===== config.mk =====
export PLATFORM = sky130hd
export DESIGN_NAME = mbc1_ctrl
export DESIGN_NICKNAME = d
export VERILOG_FILES = /design/src/rtl/mbc1_pkg.sv /design/src/rtl/mbc1_ctrl.sv
export SDC_FILE = /design/constraint.sdc
export NUM_CORES = 1
export LEC_CHECK = 0
export ABC_AREA = 1
export BUFFER_PORTS_ARGS = -buffer_cell sky130_fd_sc_hd__buf_2
export CAP_MARGIN = 0
export CELL_PAD_IN_SITES_DETAIL_PLACEMENT = 2
export CELL_PAD_IN_SITES_GLOBAL_PLACEMENT = 2
export CORE_AREA = 5 5 42 44
export CTS_CLUSTER_DIAMETER = 40
export DETAILED_ROUTE_END_ITERATION = 10
export DIE_AREA = 0 0 47 49
export HOLD_SLACK_MARGIN = 0.1
export PLACE_DENSITY_LB_ADDON = 0.1
export RECOVER_POWER = 100
export SLEW_MARGIN = 40
export SYNTH_ARGS = -nofsm -noshare
export SYNTH_HDL_FRONTEND = slang
export SYNTH_SLANG_ARGS = --single-unit

===== constraint.sdc =====
create_clock -name clk -period 1.1 [get_ports clk]
set_input_delay 0.11 -clock clk [delete_from_list [all_inputs] [get_ports clk]]
set_output_delay 0.11 -clock clk [all_outputs]
set_load 0.02 [all_outputs]

===== src/rtl/mbc1_pkg.sv =====
// ----------------------------------------------------------------------------
// MBC1 memory map package
// Shared types and constants for the memory map controller and datapath.
// ----------------------------------------------------------------------------
package mbc1_pkg;

    // Bus commands.
    localparam logic [1:0] CMD_READ  = 2'd0;
    localparam logic [1:0] CMD_WRITE = 2'd1;
    localparam logic [1:0] CMD_LOAD  = 2'd2;
    localparam logic [1:0] CMD_NOP   = 2'd3;

    // Configuration register indexes.
    localparam logic CFG_MAPPER = 1'b0;
    localparam logic CFG_RAMPRS = 1'b1;

    localparam int DMA_BYTES = 160;
    localparam logic [15:0] DMA_ADDR = 16'hFF46;
    localparam logic [15:0] DIV_ADDR = 16'hFF04;

    // Controller states.
    typedef enum logic [1:0] {
        ST_IDLE,
        ST_ACCESS,
        ST_DMA,
        ST_DONE
    } state_t;

    // Commands from controller to datapath.
    typedef struct packed {
        logic       do_access;   // perform the latched CPU access
        logic       dma_start;   // clear DMA counter
        logic       dma_step;    // advance the DMA copy by one phase (read or write)
    } dp_cmd_t;

    // Status from datapath to controller.
    typedef struct packed {
        logic       is_dma;      // latched access is a DMA register write
        logic       dma_last;    // final DMA byte is being written
    } dp_stat_t;

    // Post-boot value of one IO register.
    function automatic logic [7:0] io_boot(input logic [6:0] idx);
        logic [7:0] v;
        begin
            v = 8'h00;
            case (idx)
                7'h00: v = 8'hCF; 7'h02: v = 8'h7E; 7'h04: v = 8'hAB;
                7'h07: v = 8'hF8; 7'h0F: v = 8'hE1; 7'h10: v = 8'h80;
                7'h11: v = 8'hBF; 7'h12: v = 8'hF3; 7'h13: v = 8'hFF;
                7'h14: v = 8'hBF; 7'h16: v = 8'h3F; 7'h18: v = 8'hFF;
                7'h19: v = 8'hBF; 7'h1A: v = 8'h7F; 7'h1B: v = 8'hFF;
                7'h1C: v = 8'h9F; 7'h1D: v = 8'hFF; 7'h1E: v = 8'hBF;
                7'h20: v = 8'hFF; 7'h23: v = 8'hBF; 7'h24: v = 8'h77;
                7'h25: v = 8'hF3; 7'h26: v = 8'hF1; 7'h40: v = 8'h91;
                7'h41: v = 8'h85; 7'h46: v = 8'hFF; 7'h47: v = 8'hFC;
                7'h4D: v = 8'hFF; 7'h4F: v = 8'hFF; 7'h51: v = 8'hFF;
                7'h52: v = 8'hFF; 7'h53: v = 8'hFF; 7'h54: v = 8'hFF;
                7'h55: v = 8'hFF; 7'h56: v = 8'hFF; 7'h68: v = 8'hFF;
                7'h69: v = 8'hFF; 7'h6A: v = 8'hFF; 7'h6B: v = 8'hFF;
                7'h70: v = 8'hFF;
                default: v = 8'h00;
            endcase
            return v;
        end
    endfunction

endpackage


===== src/rtl/mbc1_ctrl.sv =====
// ----------------------------------------------------------------------------
// MBC1 memory map controller
// Sequences one bus item: accept, access, optional DMA copy, result hold.
// ----------------------------------------------------------------------------
module mbc1_ctrl (
    input  logic               clk,
    input  logic               rst_n,
    input  logic               in_valid,
    output logic               in_stall,
    output logic               out_valid,
    input  logic               out_stall,
    output mbc1_pkg::dp_cmd_t  cmd,
    input  mbc1_pkg::dp_stat_t stat
);

    mbc1_pkg::state_t state_reg, state_next;

    // State register.
    always_ff @(posedge clk or negedge rst_n)
    begin
        if (!rst_n)
            state_reg <= mbc1_pkg::ST_IDLE;
        else
            state_reg <= state_next;
    end

    // Next state and commands.
    always_comb
    begin
        state_next    = state_reg;
        in_stall      = 1'b1;
        out_valid     = 1'b0;
        cmd.do_access = 1'b0;
        cmd.dma_start = 1'b0;
        cmd.dma_step  = 1'b0;
        unique case (state_reg)
            mbc1_pkg::ST_IDLE:
            begin
                in_stall = 1'b0;
                if (in_valid)
                    state_next = mbc1_pkg::ST_ACCESS;
            end
            mbc1_pkg::ST_ACCESS:
            begin
                cmd.do_access = 1'b1;
                cmd.dma_start = 1'b1;
                state_next = stat.is_dma ? mbc1_pkg::ST_DMA : mbc1_pkg::ST_DONE;
            end
            mbc1_pkg::ST_DMA:
            begin
                cmd.dma_step = 1'b1;
                if (stat.dma_last)
                    state_next = mbc1_pkg::ST_DONE;
            end
            mbc1_pkg::ST_DONE:
            begin
                out_valid = 1'b1;
                in_stall  = out_stall;
                if (!out_stall)
                    state_next = in_valid ? mbc1_pkg::ST_ACCESS : mbc1_pkg::ST_IDLE;
            end
            default: state_next = mbc1_pkg::ST_IDLE;
        endcase
    end

endmodule


==> impl_metrics.py, run 1 <==
metrics = {
    "floorplan": {
        "num_io_pins": 11,
        "start_util_pct": 15.7,
        "coreArea_sq_um": 1400,
        "die_area_sq_um": 2300,
        "die_h_um": 49,
        "die_x_um": 47,
        "num_rows": 14,
    },
    "setup_path": {
        "endpoint_kind": "primary output",
        "cp.arrival_ps": 1140,
        "worstPathRequired_ps": 990,
        "path_max_fanout": 4,
        "critPathBufInv": 2,
        "critPathMaxStageDelay_ps": 420,
        "critical-path-top-delay-family": "flip-flops",
        "path_cells": "inv_4 -> ha_4 -> o21ai_2 -> buf_6",
        "crit_slowest_cell": "dfrtp_2",
        "critPathLaunchType": "flop",
        "critPathKind": "reg -> out",
    },
    "global_route": {
        "gr-total-overflow": 0,
        "grt_max_degree": 5,
        "grt_pass1_wl_um": 1250,
        "grt_pass1_vias": 288,
        "grt_usage_pct": 7.68,
        "antenna_found_initial": 0,
    },
    "logic_synthesis": {
        "syn_area_sq_um": 220,
        "synth-edff-count": 0,
        "synth_cells": 31,
        "yosysMostFrequentCell": "nand2_1",
        "yosys-top-cells-count": "nand2_1, ha_1, inv_1",
        "yosys_warnings": 0,
        "async_flop_share_pct": 100,
        "synth_cell_types": 12,
        "syn_avg_cell_area_sq_um": 7.10,
        "yosysSeqAreaShare_pct": 22.7,
        "synth_ff_type": "dfrtp_1",
        "synthDominantCellAreaShare_pct": 28.4,
        "syn_nets": 42,
        "synth_area_leaders": "ha_1, dfrtp_1, nand2_1, inv_1, nand2_2",
        "synth_top_area_cell": "ha_1",
        "ys_ff_latch": 2,
    },
    "worst_hold_path": {
        "worst_hold_path_type": "in -> async",
    },
    "drt": {
        "drtAntennaViolNets": 0,
        "drtPass1Iterations": 1,
        "num_vias": 253,
        "drc": 0,
        "routed_wl_um": 750,
        "viasPerCell": 3.89,
        "routedWlPerCell_um": 11.5,
        "first_iter_violations": 0,
    },
    "timing": {
        "max_freq_ghz": 0.800,
        "skew_ps": 0.0339,
        "max-slew-margin-rel_pct": 90.2,
        "tns_ps": -849,
        "setup_viol": 7,
        "finalCriticalPeriod_ps": 1250,
        "worst_slack_ps": -150,
        "period_share_pct": 114,
        "tightest_slew_ps": 147,
        "hold_viol": 0,
        "holdWs_ps": 207,
        "rsz0062_at_grt": "true",
        "slew_violations": 0,
    },
    "placement": {
        "gp_congestion": 0.678,
        "dp_hpwl_um": 551,
        "portBuffers": 10,
    },
    "cells_and_area": {
        "largest_reg_flops": 2,
        "syn2layout_area_growth_pct": 113,
        "num_antenna_cells": 0,
        "drive_above_1_share_pct": 67.3,
        "fin_nets": 62,
        "fin_util_pct": 33.5,
    },
    "run_status": {
        "violations": "negative setup slack",
        "outcome": "finished, violations left",
    },
    "pwr": {
        "total_power_w": 0.00156,
        "leakagePower_nw": 0.252,
        "power.density_nw_per_um2": 3310,
        "ir_drop_uv": 1030,
    },
    "clock_network": {
        "cts_root_buffer": "clkbuf_4",
        "cts.sinks": 2,
        "cts_buffer_depth": 2,
        "clk_pin_slew_ps": 30,
        "cts_buffers": 3,
        "cts_tree": "yes",
        "htreeDepth": 1,
        "clkLatencyLatePin_ps": 220,
    },
    "job": {
        "drv_cap": 0,
    },
}
-- worst paths after layout --
check | slack, ps | depth (start not counted) | start | endpoint
max in group asynchronous | 750 | 2 | rst_n | state_reg[0]
min | 210 | 2 | rst_n | state_reg[1]
min in group clk | 220 | 4 | out_stall | state_reg[1]
min reg2reg | 580 | 2 | state_reg[1] | state_reg[1]
max | -150 | 4 | state_reg[0] | in_stall
max reg2reg | -100 | 7 | state_reg[1] | state_reg[0]
-- metrics by stage --
step | instance area [sq um] | worst slack [ps] | cells
after floorplan | 241 | 2.92 | 31
after global placement | 312 | -122 | 57
after detailed placement | 312 | -143 | 57
after CTS | 448 | -160 | 63
after global routing | 469 | -205 | 65
final | 469 | -150 | 65
-- layout by cell type, fill, tap and decap left out --
| master | Yosys | layout |
|---|---|---|
| buf_2 | 0 | 4 |
| buf_4 | 1 | 5 |
| buf_6 | 0 | 5 |
| clkbuf_1 | 0 | 1 |
| clkbuf_4 | 0 | 3 |
| dfrtp_2 | 0 | 2 |
| dlygate4sd3_1 | 0 | 1 |
| ha_1 | 5 | 1 |
| ha_4 | 0 | 4 |
| inv_1 | 5 | 3 |
| inv_2 | 1 | 1 |
| inv_4 | 0 | 2 |
| nand2_1 | 9 | 8 |
| nand2_4 | 0 | 3 |
| nand3_1 | 2 | 1 |
| nand3_2 | 0 | 1 |
| nand4_1 | 1 | 1 |
| nor2_2 | 1 | 2 |
| o21ai_2 | 0 | 1 |
-- layer usage --
metal  GRT usage (%)  routed length [um]
met5               0                   0
met4            5.53                  14
met2            11.8                 422
met3            2.21                  23
met1            8.57                 291
-- where the power goes --
group / internal [W] / leakage [nW] / switching (W)
Combinational: 0.000603 / 0.216 / 0.000588
Sequential: 0.000125 / 0.0216 / 0.0000802
Clock: 0.000120 / 0.0138 / 0.0000398
Total: 0.000848 / 0.252 / 0.000708
-- layout make-up --
cell class | instances | area (sq um)
clock buffer | 3 | 22.5
fill | 172 | 932
inverter | 6 | 27.5
multi-input combinational | 22 | 219
sequential | 2 | 52.6
tap | 16 | 20.0
timing repair buffer | 16 | 128
-- logic make-up (layout without fill, tap and decap cells) --
| family | count (synthesis) | in the layout | share of synthesized area, % |
|---|---|---|---|
| adders and majority gates | 5 | 5 | 28.4 |
| DFF | 2 | 2 | 22.7 |
| and+or+nand+nor | 16 | 16 | 33.0 |
| AOI/OAI and AO/OA | 1 | 1 | 2.27 |
| buffers and inverters | 7 | 25 | 13.6 |
-- timing repair --
item / CTS / global route
endpoints found under the hold margin: 2 / 0
setup endpoints to repair: 7 / 7
pin swaps: 2 / 3
buffers inserted: 2 / 2
gates resized for setup: 24 / 2
hold buffers: 1 / 0
Power figures use the tool's default switching activity.
==> run 2: changes to the inputs <==
--- a/config.mk
+++ b/config.mk
@@ -10,10 +10,10 @@
 export CAP_MARGIN = 0
 export CELL_PAD_IN_SITES_DETAIL_PLACEMENT = 2
 export CELL_PAD_IN_SITES_GLOBAL_PLACEMENT = 2
-export CORE_AREA = 5 5 42 44
+export CORE_AREA = 2 2 39 41
 export CTS_CLUSTER_DIAMETER = 40
 export DETAILED_ROUTE_END_ITERATION = 10
-export DIE_AREA = 0 0 47 49
+export DIE_AREA = 0 0 41 43
 export HOLD_SLACK_MARGIN = 0.1
 export PLACE_DENSITY_LB_ADDON = 0.1
 export RECOVER_POWER = 100
==> impl_metrics.py, run 2 (synthesis gave the netlist of run 1 again) <==
metrics = {
    "run_status": {
        "outcome": "finished, violations left",
        "violations": "negative setup slack",
    },
    "global_route": {
        "grt_pass1_vias": 268,
        "grt_pass1_wl_um": 1110,
        "gr-total-overflow": 0,
        "grt_usage_pct": 9.44,
        "grt_max_degree": 5,
        "antenna_found_initial": 0,
    },
    "floorplan": {
        "start_util_pct": 15.9,
        "die_h_um": 43,
        "num_io_pins": 11,
        "die_area_sq_um": 1760,
        "coreArea_sq_um": 1380,
        "num_rows": 14,
        "die_x_um": 41,
    },
    "pwr": {
        "power.density_nw_per_um2": 3310,
        "ir_drop_uv": 956,
        "total_power_w": 0.00159,
        "leakagePower_nw": 0.260,
    },
    "setup_path": {
        "critPathLaunchType": "flop",
        "crit_path_start": "state_reg[1]",
        "worstPathRequired_ps": 990,
        "reg2reg_depth": 6,
        "rr_endpoint": "state_reg[0]",
        "critPathKind": "reg -> out",
        "path_max_fanout": 4,
        "cp.arrival_ps": 1150,
        "crit_slowest_cell": "dfrtp_2",
        "reg2reg_slack_ps": -100,
        "crit_top_cell": "buf_4",
        "critPathMaxStageDelay_ps": 450,
        "crit_path_end": "cmd[0]",
        "r2r-start": "state_reg[1]",
        "endpoint_kind": "primary output",
        "path_cells": "buf_4 -> ha_4 -> buf_4",
    },
    "drt": {
        "drtPass1Iterations": 1,
        "routedWlPerCell_um": 11.1,
        "drtAntennaViolNets": 0,
        "routed_wl_um": 732,
        "num_vias": 257,
        "drc": 0,
        "first_iter_violations": 0,
        "viasPerCell": 3.89,
    },
    "cells_and_area": {
        "final_cell_area_sq_um": 482,
        "syn2layout_area_growth_pct": 119,
        "layout.cells.most_common_list": "nand2_1, buf_4, buf_6, ha_4, buf_2",
        "layout_commonest_cell": "nand2_1",
        "fin_nets": 63,
        "fin_cells": 66,
        "drive_above_1_share_pct": 70.0,
        "num_antenna_cells": 0,
        "largest_reg_flops": 2,
    },
    "worst_hold_path": {
        "worst_hold_path_type": "in -> async",
    },
    "clock_network": {
        "clk_pin_slew_ps": 30,
        "cts_tree": "yes",
        "htreeDepth": 1,
        "cts.sinks": 2,
        "cts_buffers": 3,
        "cts_root_buffer": "clkbuf_4",
        "clkLatencyLatePin_ps": 220,
        "cts_buffer_depth": 2,
    },
    "timing": {
        "tns_ps": -830,
        "rsz0062_at_grt": "true",
        "max_freq_ghz": 0.796,
        "skew_ps": 1.03,
        "tightest_slew_ps": 150,
        "finalCriticalPeriod_ps": 1260,
        "period_share_pct": 114,
        "max-slew-margin-rel_pct": 90.0,
        "slew_violations": 0,
        "hold_viol": 0,
        "holdWs_ps": 206,
        "setup_viol": 7,
        "worst_slack_ps": -156,
    },
    "placement": {
        "gp_congestion": 0.685,
        "placed_cells_incl_taps": 57,
        "portBuffers": 10,
        "dp_hpwl_um": 560,
        "placedInstanceArea_sq_um": 312,
    },
    "job": {
        "drv_cap": 0,
    },
}
run 2: timing repair:
| action | CTS | global route |
|---|---|---|
| buffers inserted | 3 | 2 |
| setup endpoints to repair | 7 | 7 |
| endpoints found under the hold margin | 2 | 0 |
| resized for setup | 22 | 5 |
| hold buffers | 1 | 0 |
| pin swaps | 4 | 1 |
run 2: power breakdown:
part | internal (W) | total, W | switching [W] | leakage [nW]
registers | 0.000124 | 0.000206 | 0.0000819 | 0.0216
clock network | 0.000120 | 0.000159 | 0.0000393 | 0.0138
logic | 0.000626 | 0.00123 | 0.000602 | 0.225
run 2: through the flow:
step	util, %	worst slack [ps]
after detailed placement	22.5	-152
after floorplan	-	2.92
final	34.8	-156
after global placement	22.5	-80.1
after global routing	34.8	-192
after CTS	32.0	-175
run 2: how the worst min path moves through the flow:
stage	start	end	slack [ps]	depth (start not counted)
4_1_cts	rst_n	state_reg[1]	190	2
5_1_grt	rst_n	state_reg[1]	220	2
3_5_place_dp	rst_n	state_reg[0]	-100	1
3_3_place_gp	rst_n	state_reg[0]	-110	1
6_report	rst_n	state_reg[1]	210	2
2_1_floorplan	rst_n	state_reg[0]	-190	0
run 2: routing by layer:
layer / vias up / global-route usage, % / wire length (um)
li1: 132 / - / -
met1: 119 / 10.9 / 246
met2: 6 / 15.9 / 459
met3: 0 / 0 / 27
met4: 0 / 6.00 / 0
met5: - / 0 / 0
run 2: area by class of cell:
cell class	count	area (sq um)
Sequential cell	2	52.6
Fill cell	164	902
Inverter	6	27.5
Multi-Input combinational cell	22	224
Tap cell	16	20.0
Timing Repair Buffer	17	135
Clock buffer	3	22.5
run 2: critical path: cells and delay by family (launching register included):
| kind | cells | cell delay (ps) |
|---|---|---|
| buf+inv | 2 | 310 |
| fa+ha+maj | 1 | 170 |
| flops | 1 | 450 |
==> run 3: changes to the inputs <==
==> constraint.sdc (replaced) <==
create_clock -name clk -period 1.2 [get_ports clk]
set_input_delay 0.12 -clock clk [delete_from_list [all_inputs] [get_ports clk]]
set_output_delay 0.12 -clock clk [all_outputs]
set_load 0.02 [all_outputs]
==> impl_metrics.py, run 3 (synthesis gave the netlist of run 1 again) <==
metrics = {
    "floorplan": {
        "num_io_pins": 11,
        "die_x_um": 41,
        "num_rows": 14,
        "die_h_um": 43,
        "start_util_pct": 15.9,
        "coreArea_sq_um": 1380,
        "die_area_sq_um": 1760,
    },
    "placement": {
        "dp_hpwl_um": 517,
        "gp_congestion": 0.644,
        "place_ws_ps": 30.0,
        "placedInstanceArea_sq_um": 285,
        "portBuffers": 10,
    },
    "clock_network": {
        "cts_buffers": 3,
        "cts_buffer_depth": 2,
        "cts_root_buffer": "clkbuf_4",
        "cts_tree": "yes",
        "cts.sinks": 2,
        "clk_pin_slew_ps": 30,
        "htreeDepth": 1,
        "clkLatencyLatePin_ps": 220,
    },
    "drt": {
        "drtAntennaViolNets": 0,
        "wl_met1_um": 238,
        "routedWlPerCell_um": 10.3,
        "routed_wl_um": 658,
        "viasPerCell": 3.92,
        "first_iter_violations": 0,
        "num_vias": 251,
        "top_layer": "met4",
        "drc": 0,
        "wl_met2_um": 377,
        "met3_length_um": 31,
        "drtPass1Iterations": 1,
    },
    "global_route": {
        "grt_max_degree": 5,
        "gr-total-overflow": 0,
        "grt_pass1_vias": 277,
        "grt_pass1_wl_um": 1060,
        "grt_usage_pct": 9.64,
        "antenna_found_initial": 0,
    },
    "timing": {
        "tns_ps": -215,
        "max_freq_ghz": 0.794,
        "setup_viol": 4,
        "rsz0062_at_grt": "true",
        "tightest_slew_ps": 138,
        "worst_slack_ps": -59.7,
        "slew_violations": 0,
        "hold_viol": 0,
        "finalCriticalPeriod_ps": 1260,
        "period_share_pct": 105,
        "skew_ps": 0.635,
        "max-slew-margin-rel_pct": 90.8,
    },
    "cells_and_area": {
        "largest_reg_flops": 2,
        "syn2layout_area_growth_pct": 98.3,
        "multi_input_area_sq_um": 206,
        "layout_commonest_cell": "nand2_1",
        "num_antenna_cells": 0,
        "fin_nets": 61,
        "layout.cells.most_common_list": "nand2_1, buf_2, buf_4",
        "ff_latch_area_sq_um": 52.6,
        "drive_above_1_share_pct": 75.0,
        "fill_cells": 156,
        "final_cell_area_sq_um": 437,
    },
    "setup_path": {
        "critPathBufInv": 2,
        "reg2reg_slack_ps": 20,
        "path_cells": "buf_4 -> ha_2 -> buf_4",
        "critical-path-top-delay-family": "flip-flops",
        "crit_top_cell": "buf_4",
        "reg2reg_depth": 7,
        "r2r-start": "state_reg[0]",
        "worstPathRequired_ps": 1080,
        "rr_endpoint": "state_reg[0]",
        "crit_slowest_cell": "dfrtp_2",
        "cp.arrival_ps": 1140,
        "crit_path_start": "state_reg[1]",
        "critPathKind": "reg -> out",
        "endpoint_kind": "primary output",
        "critPathLaunchType": "flop",
        "path_max_fanout": 3,
        "cp_num_cells": 3,
        "critPathMaxStageDelay_ps": 420,
    },
    "job": {
        "drv_cap": 0,
    },
    "pwr": {
        "ir_drop_uv": 765,
        "leakagePower_nw": 0.236,
        "power.density_nw_per_um2": 3030,
        "total_power_w": 0.00132,
    },
    "worst_hold_path": {
        "worst_hold_path_type": "in -> async",
    },
    "run_status": {
        "outcome": "finished, violations left",
        "violations": "negative setup slack",
    },
}
[run 3: worst max path at each step]
| stage | to | slack [ps] |
|---|---|---|
| after floorplan | in_stall | 0.3 |
| after global placement | state_reg[0] | 50 |
| after detailed placement | state_reg[0] | 30 |
| after CTS | in_stall | -90 |
| after global routing | in_stall | -100 |
| final | cmd[0] | -60 |
[run 3: where the power goes]
part           switching, W  internal, W
clock             0.0000358     0.000110
sequential        0.0000603     0.000114
combinational      0.000513     0.000490
total              0.000609     0.000714
[run 3: worst register-to-register path: stages (launching register included)]
cell and delay (ps):
dfrtp_2 420, inv_4 60, buf_4 130, ha_2 170
nor2_2 110, nand3_2 70, nand2_2 70, nand2_2 40
[run 3: final cells by class]
class	count	area share (%)
timing repair buffer	15	25.2
sequential	2	12.0
tap	16	4.58
inverter	6	5.73
clock buffer	3	5.16
multi-input combinational	22	47.3
[run 3: layer usage]
metal	global-route usage [%]	up-vias
li1	-	126
met1	9.97	117
met2	14.7	6
met3	1.57	2
met4	10.0	0
met5	0	-
[run 3: per-stage QoR]
stage	hold slack (ps)	instances	utilization [%]
after global placement	-92.7	56	20.6
after global routing	233	64	31.6
after floorplan	-176	31	-
after CTS	210	63	29.1
final	218	64	31.6
after detailed placement	-91.0	56	20.6
[run 3: repair_timing]
item	4_1_cts	5_1_grt
pin swaps	1	7
gates resized for setup	17	10
setup buffers	3	1
hold endpoints to repair	2	0
setup endpoints to repair	5	6
hold buffers	1	0
